## src/rtl/core/cbsf_pkg.sv

```systemverilog
package cbsf_pkg;

    localparam logic [2:0] KIND_WR_INS = 3'd0;
    localparam logic [2:0] KIND_ATTACH = 3'd1;
    localparam logic [2:0] KIND_WR_DATA = 3'd2;
    localparam logic [2:0] KIND_EVAL = 3'd3;
    localparam logic [2:0] KIND_CLEAR = 3'd4;

    localparam logic [1:0] ST_OK = 2'd0;
    localparam logic [1:0] ST_REJECT = 2'd1;
    localparam logic [1:0] ST_FULL = 2'd2;

    localparam logic [2:0] CLS_LD = 3'h0;
    localparam logic [2:0] CLS_LDX = 3'h1;
    localparam logic [2:0] CLS_ALU = 3'h4;
    localparam logic [2:0] CLS_JMP = 3'h5;
    localparam logic [2:0] CLS_RET = 3'h6;
    localparam logic [2:0] CLS_MISC = 3'h7;

    localparam logic [2:0] MODE_IMM = 3'h0;
    localparam logic [2:0] MODE_ABS = 3'h1;
    localparam logic [2:0] MODE_MEM = 3'h3;

    localparam logic [3:0] ALU_ADD = 4'h0;
    localparam logic [3:0] ALU_SUB = 4'h1;
    localparam logic [3:0] ALU_MUL = 4'h2;
    localparam logic [3:0] ALU_DIV = 4'h3;
    localparam logic [3:0] ALU_OR = 4'h4;
    localparam logic [3:0] ALU_AND = 4'h5;
    localparam logic [3:0] ALU_LSH = 4'h6;
    localparam logic [3:0] ALU_RSH = 4'h7;
    localparam logic [3:0] ALU_NEG = 4'h8;
    localparam logic [3:0] ALU_MOD = 4'h9;
    localparam logic [3:0] ALU_XOR = 4'ha;

    localparam logic [3:0] JMP_JA = 4'h0;
    localparam logic [3:0] JMP_JEQ = 4'h1;
    localparam logic [3:0] JMP_JGT = 4'h2;
    localparam logic [3:0] JMP_JGE = 4'h3;
    localparam logic [3:0] JMP_JSET = 4'h4;

    localparam logic [1:0] RVAL_K = 2'b00;
    localparam logic [1:0] RVAL_A = 2'b10;

    localparam logic [4:0] MISC_TAX = 5'h00;
    localparam logic [4:0] MISC_TXA = 5'h10;

    localparam logic [31:0] RET_KILL_PROCESS = 32'h8000_0000;
    localparam logic [31:0] RET_ALLOW = 32'h7fff_0000;

    localparam int DATA_WORDS = 16;

    typedef enum logic [3:0] {
        S_IDLE,
        S_DISPATCH,
        S_VAL_RD,
        S_VAL_CHK,
        S_RUN_RD,
        S_RUN_EX,
        S_RUN_DIV,
        S_FIN
    } t_state;

    typedef struct packed {
        logic latch;
        logic dispatch;
        logic rd;
        logic chk;
        logic exec;
        logic div_step;
        logic out_load;
    } t_cmd;

    typedef struct packed {
        logic [2:0] kind;
        logic       full;
        logic       bad_len;
        logic       empty;
        logic       chk_err;
        logic       pc_last;
        logic       need_div;
        logic       term;
        logic       more;
        logic       div_done;
        logic       out_free;
    } t_sts;

    function automatic logic [2:0] action_rank(input logic [31:0] v);
        logic [2:0] r;
        unique case (v[31:16])
            16'h8000: r = 3'd0;
            16'h0000: r = 3'd1;
            16'h0003: r = 3'd2;
            16'h0005: r = 3'd3;
            16'h7ff0: r = 3'd4;
            16'h7ffc: r = 3'd5;
            16'h7fff: r = 3'd6;
            default:  r = 3'd0;
        endcase
        return r;
    endfunction

endpackage

```

## src/rtl/core/cbsf_ctrl.sv

```systemverilog
module cbsf_ctrl (
    input  logic            i_clk,
    input  logic            i_rst_n,
    input  logic            i_valid,
    output logic            o_ready,
    input  cbsf_pkg::t_sts  i_sts,
    output cbsf_pkg::t_cmd  o_cmd
);
    import cbsf_pkg::*;

    t_state r_state;
    t_state n_state;

    always_ff @(posedge i_clk) begin
        if (!i_rst_n) begin
            r_state <= S_IDLE;
        end else begin
            r_state <= n_state;
        end
    end

    always_comb begin
        n_state = r_state;
        o_cmd = '0;
        o_ready = 1'b0;
        unique case (r_state)
            S_IDLE: begin
                o_ready = 1'b1;
                if (i_valid) begin
                    o_cmd.latch = 1'b1;
                    n_state = S_DISPATCH;
                end
            end
            S_DISPATCH: begin
                o_cmd.dispatch = 1'b1;
                if (i_sts.kind == KIND_ATTACH && !i_sts.full && !i_sts.bad_len) begin
                    n_state = S_VAL_RD;
                end else if (i_sts.kind == KIND_EVAL && !i_sts.empty) begin
                    n_state = S_RUN_RD;
                end else begin
                    n_state = S_FIN;
                end
            end
            S_VAL_RD: begin
                o_cmd.rd = 1'b1;
                n_state = S_VAL_CHK;
            end
            S_VAL_CHK: begin
                o_cmd.chk = 1'b1;
                n_state = (i_sts.chk_err || i_sts.pc_last) ? S_FIN : S_VAL_RD;
            end
            S_RUN_RD: begin
                o_cmd.rd = 1'b1;
                n_state = S_RUN_EX;
            end
            S_RUN_EX: begin
                o_cmd.exec = 1'b1;
                if (i_sts.need_div) begin
                    n_state = S_RUN_DIV;
                end else if (i_sts.term && !i_sts.more) begin
                    n_state = S_FIN;
                end else begin
                    n_state = S_RUN_RD;
                end
            end
            S_RUN_DIV: begin
                o_cmd.div_step = 1'b1;
                if (i_sts.div_done) begin
                    n_state = S_RUN_RD;
                end
            end
            S_FIN: begin
                if (i_sts.out_free) begin
                    o_cmd.out_load = 1'b1;
                    n_state = S_IDLE;
                end
            end
            default: n_state = S_IDLE;
        endcase
    end

endmodule

```

## config.mk

```make
export PLATFORM = sky130hd
export DESIGN_NAME = cbsf_ctrl
export DESIGN_NICKNAME = d
export VERILOG_FILES = /design/src/rtl/core/cbsf_pkg.sv /design/src/rtl/core/cbsf_ctrl.sv
export SDC_FILE = /design/constraint.sdc
export NUM_CORES = 1
export LEC_CHECK = 0
export BUFFER_PORTS_ARGS = -buffer_cell sky130_fd_sc_hd__buf_2
export CORE_AREA = 2 2 39 41
export DETAILED_ROUTE_END_ITERATION = 7
export DIE_AREA = 0 0 41 43
export HOLD_SLACK_MARGIN = 0.15
export SLEW_MARGIN = 5
export SYNTH_ARGS = -nofsm -noshare
export SYNTH_HDL_FRONTEND = slang
export SYNTH_SLANG_ARGS = --single-unit
```

## constraint.sdc

```tcl
create_clock -name i_clk -period 2.1 [get_ports i_clk]
set_input_delay 0.21 -clock i_clk [delete_from_list [all_inputs] [get_ports i_clk]]
set_output_delay 0.21 -clock i_clk [all_outputs]
set_load 0.02 [all_outputs]
```

# Word level (Yosys, flattened, before mapping)
# Index checks and enable logic that the tools add are counted.
[word_totals] mem_count=0 rom_bits=0 ram_bits=0 register_bits=4 out_inout_bits=8 latch_bits=0
[classes] order_cmp=0 n_mul=0 div_mod_pow=0 n_shift=0 addsub=0 bitwise=0 reduce_logical=12 n_eq_ne=12 n_mux=19
[op_table] op="case mux 4 bit (8 select lines)" count=1
[op_table] op="2-to-1 mux 4 bit" count=5
[op_table] op="== test 4 x 3 -> 1 bit, second input constant" count=4
[op_table] op="2-to-1 mux 1 bit" count=10
[op_table] op="== test 4 x 2 -> 1 bit, second input constant" count=2
[op_table] op="inequality test 2 bit, second input constant" count=3
[op_table] op="== test 4 x 1 -> 1 bit, second input constant" count=1
[op_table] op="logical AND 1 bit" count=4
[op_table] op="logical NOT 1 bit" count=4
[op_table] op="logical NOT 4 bit" count=1
[op_table] op="2-to-1 mux 2 bit" count=2
[op_table] op="== test 3 x 1 -> 1 bit, second input constant" count=1
[op_table] op="== test 3 x 2 -> 1 bit, second input constant" count=1
[op_table] op="2-to-1 mux 3 bit" count=1
[op_table] op="AND reduction 3 bit" count=1
[op_table] op="OR reduction 2 bit" count=1
[op_table] op="logical OR 1 bit" count=1

# Logic depth before layout (Yosys ltp)
# Gate-level depths: netlist (run 1).
[depth] depth_word=5 mapped_depth=5 ltp_nobuf=4

# Worst setup path after synthesis (run 1)
# No wires, ideal clock.
[synth_timing] kind="register to output" from="register r_state[2]" to="output port o_cmd[6] (netlist name)" arrival_time_ns=1.419 stages_incl_launch_ff=4 path_slack_ns=0.471 t_required_ns=1.890 cell_sequence="dfxtp_1 > buf_2 > nor3_1 > and2_1"
[synth_rtl] element="start: declaration" line_no="cbsf_ctrl.sv:11" text="t_state r_state;"
[synth_rtl] element="start signal: assignment" line_no="cbsf_ctrl.sv:18" text="r_state <= n_state;"
[synth_rtl] element="end: declaration" line_no="cbsf_ctrl.sv:7" text="output cbsf_pkg::t_cmd o_cmd"

==> results of run 1 <==
## routing by layer
metal	vias up	wire, µm	track usage
met5	-	0	0
met3	2	50	0.0157
met4	0	8	0.0600
li1	208	-	-
met1	173	321	0.138
met2	12	415	0.153
## how the worst max path moves through the flow
stage,from,end,cells past startpoint
final,r_state[2]$_SDFFE_PN0P_,o_cmd[6],3
after global routing,r_state[2]$_SDFFE_PN0P_,o_cmd[6],3
after CTS,r_state[2]$_SDFFE_PN0P_,o_cmd[6],3
after detailed placement,i_sts[11],r_state[2]$_SDFFE_PN0P_,5
after global placement,i_sts[11],r_state[2]$_SDFFE_PN0P_,5
after floorplan,r_state[2]$_SDFFE_PN0P_,o_cmd[6],3
## stage by stage
step / total power, mW / hold slack, ns / instances
after floorplan: 0.291 / 0.328 / 47
after global placement: 0.357 / 0.454 / 83
after detailed placement: 0.358 / 0.454 / 83
after CTS: 0.464 / 0.208 / 87
after global routing: 0.499 / 0.209 / 87
final: 0.456 / 0.211 / 87
## power by group through the flow
stage / Sequential [mW] / Clock, mW / Combinational (mW)
after global routing: 0.137 / 0.113 / 0.249
after CTS: 0.130 / 0.106 / 0.227
after global placement: 0.132 / 0 / 0.225
final: 0.130 / 0.103 / 0.223
after floorplan: 0.0807 / 0 / 0.210
after detailed placement: 0.131 / 0 / 0.226
## cell usage in the layout, fill, tap and decap left out
cell type | Yosys | routed
sky130_fd_sc_hd__a2111oi_1 | 1 | 1
sky130_fd_sc_hd__a21o_1 | 1 | 1
sky130_fd_sc_hd__a311oi_1 | 1 | 1
sky130_fd_sc_hd__a31oi_1 | 2 | 2
sky130_fd_sc_hd__and2_1 | 2 | 2
sky130_fd_sc_hd__buf_2 | 3 | 23
sky130_fd_sc_hd__clkbuf_1 | 0 | 1
sky130_fd_sc_hd__clkbuf_4 | 0 | 3
sky130_fd_sc_hd__dfxtp_1 | 3 | 3
sky130_fd_sc_hd__inv_1 | 4 | 4
sky130_fd_sc_hd__inv_2 | 1 | 1
sky130_fd_sc_hd__nand2_1 | 5 | 5
sky130_fd_sc_hd__nand2b_4 | 1 | 1
sky130_fd_sc_hd__nand3_1 | 1 | 1
sky130_fd_sc_hd__nor2_1 | 7 | 7
sky130_fd_sc_hd__nor2b_1 | 2 | 2
sky130_fd_sc_hd__nor3_1 | 1 | 1
sky130_fd_sc_hd__nor3b_2 | 1 | 1
sky130_fd_sc_hd__o21ai_0 | 2 | 2
sky130_fd_sc_hd__o21ai_1 | 2 | 2
sky130_fd_sc_hd__o22a_1 | 1 | 1
sky130_fd_sc_hd__o31ai_1 | 1 | 1
sky130_fd_sc_hd__o32ai_1 | 1 | 1
sky130_fd_sc_hd__or2b_1 | 1 | 1
sky130_fd_sc_hd__or3_1 | 2 | 2
sky130_fd_sc_hd__xnor2_1 | 1 | 1
## cell type report
| cell class | instances | area (µm²) | share of cell area |
|---|---|---|---|
| inverter | 5 | 18.8 | 0.0409 |
| timing repair buffer | 23 | 115 | 0.251 |
| sequential | 3 | 60.1 | 0.131 |
| multi-input combinational | 36 | 219 | 0.477 |
| tap | 16 | 20.0 | 0.0436 |
| clock buffer | 4 | 26.3 | 0.0572 |
## kinds of logic (layout without fill, tap and decap cells)
family / after synthesis / after routing / synth area share
DFF: 3 / 3 / 0.192
and+or+nand+nor: 23 / 23 / 0.404
xor gates and xnor gates: 1 / 1 / 0.0280
AOI/OAI and AO/OA: 12 / 12 / 0.268
buffers and inverters: 8 / 32 / 0.108
==> flow_metrics.env, run 1 <==
export IMPL_worst_hold_path_num_cells=2
export IMPL_hold_start="i_sts[0]"
export IMPL_fmax_mhz=637
export IMPL_drt_first_iter_violations=8
export IMPL_intPower_uw=246
export IMPL_switchingPower_uw=210
export IMPL_crit_fanout=10
export IMPL_die_area_um2=1760
export IMPL_synth_top_cells_by_area="sky130_fd_sc_hd__dfxtp_1 19%, sky130_fd_sc_hd__nor2_1 8.4%, sky130_fd_sc_hd__nand2_1 6.0%"
export IMPL_core_um2=1380
export IMPL_fin_skew_ns=0.000824
export IMPL_yosys_warning_count=0
export IMPL_number_of_buffers_inserted_by_hold_repair_at_cts=0
export IMPL_clkLatencyLatePin_ns=0.23
export IMPL_via_count=395
export IMPL_setup_violations_final=0
export IMPL_layout_filler_cells=155
export IMPL_reg2reg_slack_ns=0.80
export IMPL_detailed_place_hpwl_um=650
export IMPL_start_util=0.226
export IMPL_worst_path_largest_cell_delay_ns=0.40
export IMPL_rows=14
export IMPL_powerDensity_nw_per_um2=992
export IMPL_worst_reg2reg_path_endpoint="r_state[0]$_SDFFE_PN0P_"
export IMPL_areaGrowthSynthToFinish_pct=46.8
export IMPL_rr_startpoint="r_state[0]$_SDFFE_PN0P_"
export IMPL_share_clk_of_total_power=0.225
export IMPL_power_combinational_fraction=0.490
export IMPL_cp_arrival_ns=1.36
export IMPL_whs_endpoint="r_state[0]$_SDFFE_PN0P_"
export IMPL_timing_setup_tns_ns=0
export IMPL_share_of_the_yosys_chip_area_belonging_to_registers=0.192
export IMPL_critical_path_slowest_stage_cell="sky130_fd_sc_hd__dfxtp_1"
export IMPL_post_cts_resized_instances=0
export IMPL_report_final_hold_viol_count=0
export IMPL_cpLargestDelayFamily="simple AND/OR/NAND/NOR gates"
export IMPL_first_global_vias=343
export IMPL_post_synth_top_count_cell="sky130_fd_sc_hd__nor2_1"
export IMPL_wire_per_inst_um=9.14
export IMPL_max_slew_worst_pin_slew_ns=0.382
export IMPL_synth_lib_cells_used_distinct=24
export IMPL_setup_worst_path_class="flop to output port"
export IMPL_finalWorstPathRequiredPeriod_ns=1.57
export IMPL_drive_above_1_share=0.408
export IMPL_crit_path_end_kind="output port"
export IMPL_cts_sinks=3
export IMPL_drcViolationCount=0
export IMPL_global_route_total_overflow=0
export IMPL_grt_use_total=0.104
export IMPL_htree_num_levels=1
export IMPL_critPathLaunchType="flop"
export IMPL_worst_r2r_cell_count=4
export IMPL_cts_root_buffer_cell="sky130_fd_sc_hd__clkbuf_4"
export IMPL_gp_congestion=0.762
export IMPL_final_area_um2=459
export IMPL_synth_top_area_cell="sky130_fd_sc_hd__dfxtp_1"
export IMPL_ir_worst_vdd_mv=0.285
export IMPL_antenna_diode_count=0
export IMPL_dieWidth_um=41
export IMPL_post_route_period_util=0.748
export IMPL_final_net_count=88
export IMPL_slew_violations=0
export IMPL_postSynth_asyncResetShare=0
export IMPL_dp_worst_setup_slack_ns=0.730
export IMPL_min_path_type="input pin to flop"
export IMPL_slew_headroom=0.743
export IMPL_max_clock_path_buffers=2
export IMPL_via_per_inst=4.54
export IMPL_cts_tree="built"
export IMPL_timing_critical_path_cells="nor3_1 -> and2_1 -> buf_2"
export IMPL_ant_nets=0
export IMPL_sw_frac_of_total=0.460
export IMPL_synth_nets=63
export IMPL_cts_clk_slew_worst_paths_ns=0.04
export IMPL_grt_first_pass_wirelength_mm=1.29
export IMPL_leakage_nw=0.236
export IMPL_synthFlopType="sky130_fd_sc_hd__dfxtp_1"
export IMPL_synth_enable_flop_cells=0
export IMPL_io_buffer_count=23
export IMPL_regMostFlops="r_state"
export IMPL_syn_instance_count=47
export IMPL_grt_antenna_before_repair=0
export IMPL_cts_setup_buffers=0
export IMPL_synth_top_cell_area_share=0.192
export IMPL_routed_wirelength_um=795
export IMPL_synth_commonest_cells="7 x sky130_fd_sc_hd__nor2_1, 5 x sky130_fd_sc_hd__nand2_1, 4 x sky130_fd_sc_hd__inv_1"
export IMPL_finalCoreUtilization=0.332
export IMPL_die_height_um=43
export IMPL_setup_repair_after_global_routing_missed_its_margin="no"
export IMPL_num_io_pins=24
export IMPL_postSynthAreaPerCell_um2=6.66
export IMPL_largestRegisters="r_state x3"
export IMPL_grt_max_degree=12
export IMPL_power_frac_seq=0.284
export IMPL_synth_ff_latch_count=3
export IMPL_outcome="completed"
export IMPL_dr_pass1_iters=4
export IMPL_netlist_area_um2=313
export IMPL_cts_buffers=3
export IMPL_placed_cell_area_um2=433
export IMPL_largest_register_ffs=3
export IMPL_setup_slack_ns=0.530
export IMPL_maxCapViolations=0
export IMPL_worstPathRequired_ns=1.89
export IMPL_critical_path_buf_inv_count=1
Note: power is estimated with default switching activity, not from simulation.
==> inputs of run 2 (changes only) <==
==> constraint.sdc (replaced) <==
create_clock -name i_clk -period 1.6 [get_ports i_clk]
set_input_delay 0.16 -clock i_clk [delete_from_list [all_inputs] [get_ports i_clk]]
set_output_delay 0.16 -clock i_clk [all_outputs]
set_load 0.02 [all_outputs]
==> run 2 against run 1 <==
Sequential power grew 32%. Global-route usage fell by 0.39 points. Clock skew about the same. Total power increased by 33%. First-iteration DRC count increased by 13%. Final cell count did not move. Sequential share of layout area is the same.
==> flow_metrics.env, run 2 (synthesized netlist as in run 1, its figures left out) <==
export IMPL_first_global_vias=315
export IMPL_crit_fanout=10
export IMPL_number_of_buffers_inserted_by_hold_repair_at_cts=0
export IMPL_report_final_hold_viol_count=0
export IMPL_max_clock_path_buffers=2
export IMPL_max_slew_worst_pin_slew_ns=0.409
export IMPL_io_buffer_count=23
export IMPL_grt_first_pass_wirelength_mm=1.23
export IMPL_rows=14
export IMPL_critical_path_buf_inv_count=1
export IMPL_ant_nets=0
export IMPL_cts_root_buffer_cell="sky130_fd_sc_hd__clkbuf_4"
export IMPL_regMostFlops="r_state"
export IMPL_layout_filler_cells=160
export IMPL_routed_wirelength_um=806
export IMPL_drt_first_iter_violations=9
export IMPL_fmax_mhz=641
export IMPL_die_area_um2=1760
export IMPL_finalCoreUtilization=0.332
export IMPL_setup_worst_path_class="flop to output port"
export IMPL_slew_violations=0
export IMPL_critPathLaunchType="flop"
export IMPL_post_cts_resized_instances=0
export IMPL_detailed_place_hpwl_um=641
export IMPL_grt_use_total=0.100
export IMPL_die_height_um=43
export IMPL_slew_headroom=0.725
export IMPL_finalHoldWorstSlack_ns=0.158
export IMPL_ir_worst_vdd_mv=0.348
export IMPL_drive_above_1_share=0.408
export IMPL_final_net_count=88
export IMPL_clkLatencyLatePin_ns=0.24
export IMPL_fin_skew_ns=0.000435
export IMPL_start_util=0.226
export IMPL_powerDensity_nw_per_um2=1320
export IMPL_post_place_cells=83
export IMPL_antenna_diode_count=0
export IMPL_num_io_pins=24
export IMPL_cts_clk_slew_worst_paths_ns=0.04
export IMPL_drcViolationCount=0
export IMPL_leading_cell_types_in_the_layout_fill_and_taps_excluded="23 x sky130_fd_sc_hd__buf_2, 7 x sky130_fd_sc_hd__nor2_1, 5 x sky130_fd_sc_hd__nand2_1"
export IMPL_cpLargestDelayFamily="simple AND/OR/NAND/NOR gates"
export IMPL_final_common_cell="sky130_fd_sc_hd__buf_2"
export IMPL_register_area_um2=60.1
export IMPL_grt_antenna_before_repair=0
export IMPL_fin_total_pwr_uw=606
export IMPL_largestRegisters="r_state x3"
export IMPL_timing_setup_tns_ns=0
export IMPL_post_route_period_util=0.975
export IMPL_gp_congestion=0.762
export IMPL_htree_num_levels=1
export IMPL_worstPathRequired_ns=1.44
export IMPL_maxCapViolations=0
export IMPL_cp_arrival_ns=1.40
export IMPL_wire_per_inst_um=9.26
export IMPL_worst_path_largest_cell_delay_ns=0.42
export IMPL_core_um2=1380
export IMPL_min_path_type="input pin to flop"
export IMPL_cts_setup_buffers=0
export IMPL_timing_critical_path_cells="nor3_1 -> and2_1 -> buf_2"
export IMPL_outcome="completed"
export IMPL_global_route_total_overflow=0
export IMPL_area_used_by_multi_input_combinational_logic_um2=219
export IMPL_largest_register_ffs=3
export IMPL_finalWorstPathRequiredPeriod_ns=1.56
export IMPL_crit_path_end_kind="output port"
export IMPL_leakage_nw=0.236
export IMPL_critical_path_slowest_stage_cell="sky130_fd_sc_hd__nor3_1"
export IMPL_grt_max_degree=12
export IMPL_cts_sinks=3
export IMPL_dieWidth_um=41
export IMPL_via_per_inst=4.71
export IMPL_finalNonFillerCells=87
export IMPL_via_count=410
export IMPL_setup_repair_after_global_routing_missed_its_margin="no"
export IMPL_dr_pass1_iters=4
export IMPL_areaGrowthSynthToFinish_pct=46.8
export IMPL_setup_violations_final=0
export IMPL_cts_buffers=3
export IMPL_cts_tree="built"
[run 2: final cells by class]
cell class / count / area share
Clock buffer: 4 / 0.0572
Sequential cell: 3 / 0.131
Inverter: 5 / 0.0409
Multi-Input combinational cell: 36 / 0.477
Tap cell: 16 / 0.0436
Timing Repair Buffer: 23 / 0.251
[run 2: worst reg2reg max path, cell delays in order (launching register included)]
cell                      delay, ns
sky130_fd_sc_hd__dfxtp_1       0.52
sky130_fd_sc_hd__nor3b_2       0.25
sky130_fd_sc_hd__o21ai_1       0.11
sky130_fd_sc_hd__o22a_1        0.23
sky130_fd_sc_hd__o32ai_1       0.10
[run 2: path summary, 6_finish.rpt]
check | cells past startpoint | from | slack [ns] | to
max | 3 | r_state[2]$_SDFFE_PN0P_ | 0.04 | o_cmd[6]
min reg2reg | 2 | r_state[1]$_SDFFE_PN0P_ | 0.64 | r_state[1]$_SDFFE_PN0P_
max reg2reg | 4 | r_state[0]$_SDFFE_PN0P_ | 0.29 | r_state[0]$_SDFFE_PN0P_
min | 2 | i_sts[0] | 0.16 | r_state[0]$_SDFFE_PN0P_
[run 2: layer usage]
| layer | share of wire | vias up | routed length [µm] | global-route usage |
|---|---|---|---|---|
| li1 | - | 209 | - | - |
| met3 | 0.11 | 2 | 86 | 0.0314 |
| met5 | 0 | - | 0 | 0 |
| met2 | 0.48 | 25 | 385 | 0.141 |
| met4 | 0.0050 | 0 | 4 | 0.0600 |
| met1 | 0.41 | 174 | 330 | 0.129 |
[run 2: power breakdown]
part | internal (mW) | switching, mW | total [mW]
sequential | 0.100 | 0.0723 | 0.172
combinational | 0.129 | 0.166 | 0.295
clock | 0.0939 | 0.0453 | 0.139
total | 0.323 | 0.283 | 0.606
[run 2: stage by stage]
stage          setup WS (ns)  instance area, µm²
6_report              0.0395                 459
5_1_grt               0.0232                 459
4_1_cts               0.0631                 459
3_5_place_dp           0.275                 433
3_3_place_gp           0.284                 433
2_1_floorplan         0.0213                 313
==> inputs of run 3 (changes only) <==
--- a/config.mk
+++ b/config.mk
@@ -10,6 +10,7 @@
 export DETAILED_ROUTE_END_ITERATION = 7
 export DIE_AREA = 0 0 41 43
 export HOLD_SLACK_MARGIN = 0.15
+export PLACE_DENSITY_LB_ADDON = 0.08
 export SLEW_MARGIN = 5
 export SYNTH_ARGS = -nofsm -noshare
 export SYNTH_HDL_FRONTEND = slang
==> run 3 against run 2 <==
Wire length is 3.7% higher. Die area stayed put. Clock-buffer cell count stayed put. Core utilization is 0.36 points higher. Fmax is 6.8% higher. Sequential power is 3% higher. Global-route usage is 1.3 points higher. Sequential cell count stayed put. First-iteration DRC count is 67% lower. Clock power is 4% lower. Clock skew is 0.0064 ns higher.
==> flow_metrics.env, run 3 (synthesized netlist as in run 1, its figures left out) <==
export IMPL_outcome="completed"
export IMPL_worstPathRequired_ns=1.44
export IMPL_io_buffer_count=23
export IMPL_number_of_buffers_inserted_by_hold_repair_at_cts=0
export IMPL_fin_total_pwr_uw=610
export IMPL_dr_pass1_iters=4
export IMPL_areaGrowthSynthToFinish_pct=48.4
export IMPL_worst_hold_path_num_cells=2
export IMPL_worst_r2r_cell_count=3
export IMPL_ant_nets=0
export IMPL_setup_violations_final=0
export IMPL_reg2reg_slack_ns=0.29
export IMPL_finalWorstPathRequiredPeriod_ns=1.46
export IMPL_grt_antenna_before_repair=0
export IMPL_cts_setup_buffers=0
export IMPL_slew_headroom=0.715
export IMPL_largestRegisters="r_state x3"
export IMPL_antenna_diode_count=0
export IMPL_critPathLaunchType="flop"
export IMPL_via_per_inst=4.47
export IMPL_drt_first_iter_violations=3
export IMPL_rows=14
export IMPL_die_height_um=43
export IMPL_drcViolationCount=0
export IMPL_clkLatencyLatePin_ns=0.23
export IMPL_start_util=0.226
export IMPL_powerDensity_nw_per_um2=1310
export IMPL_cp_arrival_ns=1.30
export IMPL_global_route_total_overflow=0
export IMPL_setup_repair_after_global_routing_missed_its_margin="no"
export IMPL_cts_buffers=3
export IMPL_max_slew_worst_pin_slew_ns=0.427
export IMPL_sw_frac_of_total=0.465
export IMPL_gp_congestion=0.700
export IMPL_core_um2=1380
export IMPL_regMostFlops="r_state"
export IMPL_power_combinational_fraction=0.491
export IMPL_post_route_period_util=0.913
export IMPL_setup_worst_path_class="flop to output port"
export IMPL_via_count=389
export IMPL_rr_startpoint="r_state[1]$_SDFFE_PN0P_"
export IMPL_grt_first_pass_wirelength_mm=1.35
export IMPL_worst_reg2reg_path_endpoint="r_state[2]$_SDFFE_PN0P_"
export IMPL_fmax_mhz=684
export IMPL_wire_per_inst_um=9.61
export IMPL_cts_clk_slew_worst_paths_ns=0.04
export IMPL_first_global_vias=335
export IMPL_power_frac_seq=0.290
export IMPL_maxCapViolations=0
export IMPL_cts_tree="built"
export IMPL_post_place_cells=83
export IMPL_num_io_pins=24
export IMPL_final_common_cell="sky130_fd_sc_hd__buf_2"
export IMPL_die_area_um2=1760
export IMPL_max_clock_path_buffers=2
export IMPL_crit_fanout=11
export IMPL_final_net_count=88
export IMPL_slew_violations=0
export IMPL_dieWidth_um=41
export IMPL_largest_register_ffs=3
export IMPL_grt_use_total=0.113
export IMPL_cts_sinks=3
export IMPL_routed_wirelength_um=836
export IMPL_worst_setup_path_startpoint="r_state[1]$_SDFFE_PN0P_"
export IMPL_htree_num_levels=1
export IMPL_leakage_nw=0.238
export IMPL_report_final_hold_viol_count=0
export IMPL_min_path_type="input pin to flop"
export IMPL_timing_setup_tns_ns=0
export IMPL_share_clk_of_total_power=0.219
export IMPL_crit_path_end_kind="output port"
export IMPL_intPower_uw=327
export IMPL_detailed_place_hpwl_um=687
export IMPL_switchingPower_uw=284
export IMPL_leading_cell_types_in_the_layout_fill_and_taps_excluded="23 x sky130_fd_sc_hd__buf_2, 7 x sky130_fd_sc_hd__nor2_1, 5 x sky130_fd_sc_hd__nand2_1"
export IMPL_timing_critical_path_to="o_cmd[0]"
export IMPL_fin_skew_ns=0.00681
export IMPL_finalCoreUtilization=0.335
export IMPL_grt_max_degree=12
export IMPL_cts_root_buffer_cell="sky130_fd_sc_hd__clkbuf_4"
export IMPL_drive_above_1_share=0.423
export IMPL_finalNonFillerCells=87
export IMPL_ir_worst_vdd_mv=0.478
## run 3: worst min path at each step
stage	startpoint	end	slack (ns)
detailed placement	i_sts[0]	r_state[0]$_SDFFE_PN0P_	0.41
floorplan	i_sts[0]	r_state[0]$_SDFFE_PN0P_	0.28
global placement	i_sts[0]	r_state[0]$_SDFFE_PN0P_	0.41
CTS	i_sts[0]	r_state[0]$_SDFFE_PN0P_	0.16
finish	i_sts[0]	r_state[0]$_SDFFE_PN0P_	0.17
global route	i_sts[0]	r_state[0]$_SDFFE_PN0P_	0.17
## run 3: repair_timing
action,CTS,global route
gates resized for setup,0,1
setup endpoints to repair,0,1
endpoints found under the hold margin,0,0
## run 3: worst max-delay path, stage by stage (launching register included)
cell and delay, ns:
sky130_fd_sc_hd__dfxtp_1 0.57, sky130_fd_sc_hd__nand3_1 0.16, sky130_fd_sc_hd__nor2_1 0.16, sky130_fd_sc_hd__buf_2 0.19
## run 3: area by class of cell
cell class	instances	area, µm²
flip-flops and latches	3	60.1
well taps	16	20.0
clock buffers	4	26.3
repair buffers	23	115
fillers	153	920
multi-input cells	36	224
inverters	5	18.8
## run 3: through the flow
stage	cell area [µm²]	setup slack [ns]	hold slack (ns)
floorplan	313	0.0213	0.278
global placement	433	0.202	0.412
detailed placement	433	0.208	0.413
CTS	459	0.0852	0.161
global route	464	0.0202	0.165
finish	464	0.139	0.168
## run 3: power groups by stage
stage	clock network (mW)	logic, mW	registers (mW)
floorplan	0	0.276	0.106
global placement	0	0.300	0.177
detailed placement	0	0.299	0.176
CTS	0.139	0.300	0.174
global route	0.146	0.335	0.192
finish	0.134	0.300	0.177
## run 3: metal layers
| layer | vias to the layer above | track usage | part of all wire |
|---|---|---|---|
| met4 | 0 | 0.0600 | 0.020 |
| met2 | 15 | 0.181 | 0.48 |
| li1 | 210 | - | - |
| met5 | - | 0 | 0 |
| met1 | 162 | 0.137 | 0.44 |
| met3 | 2 | 0.0157 | 0.061 |
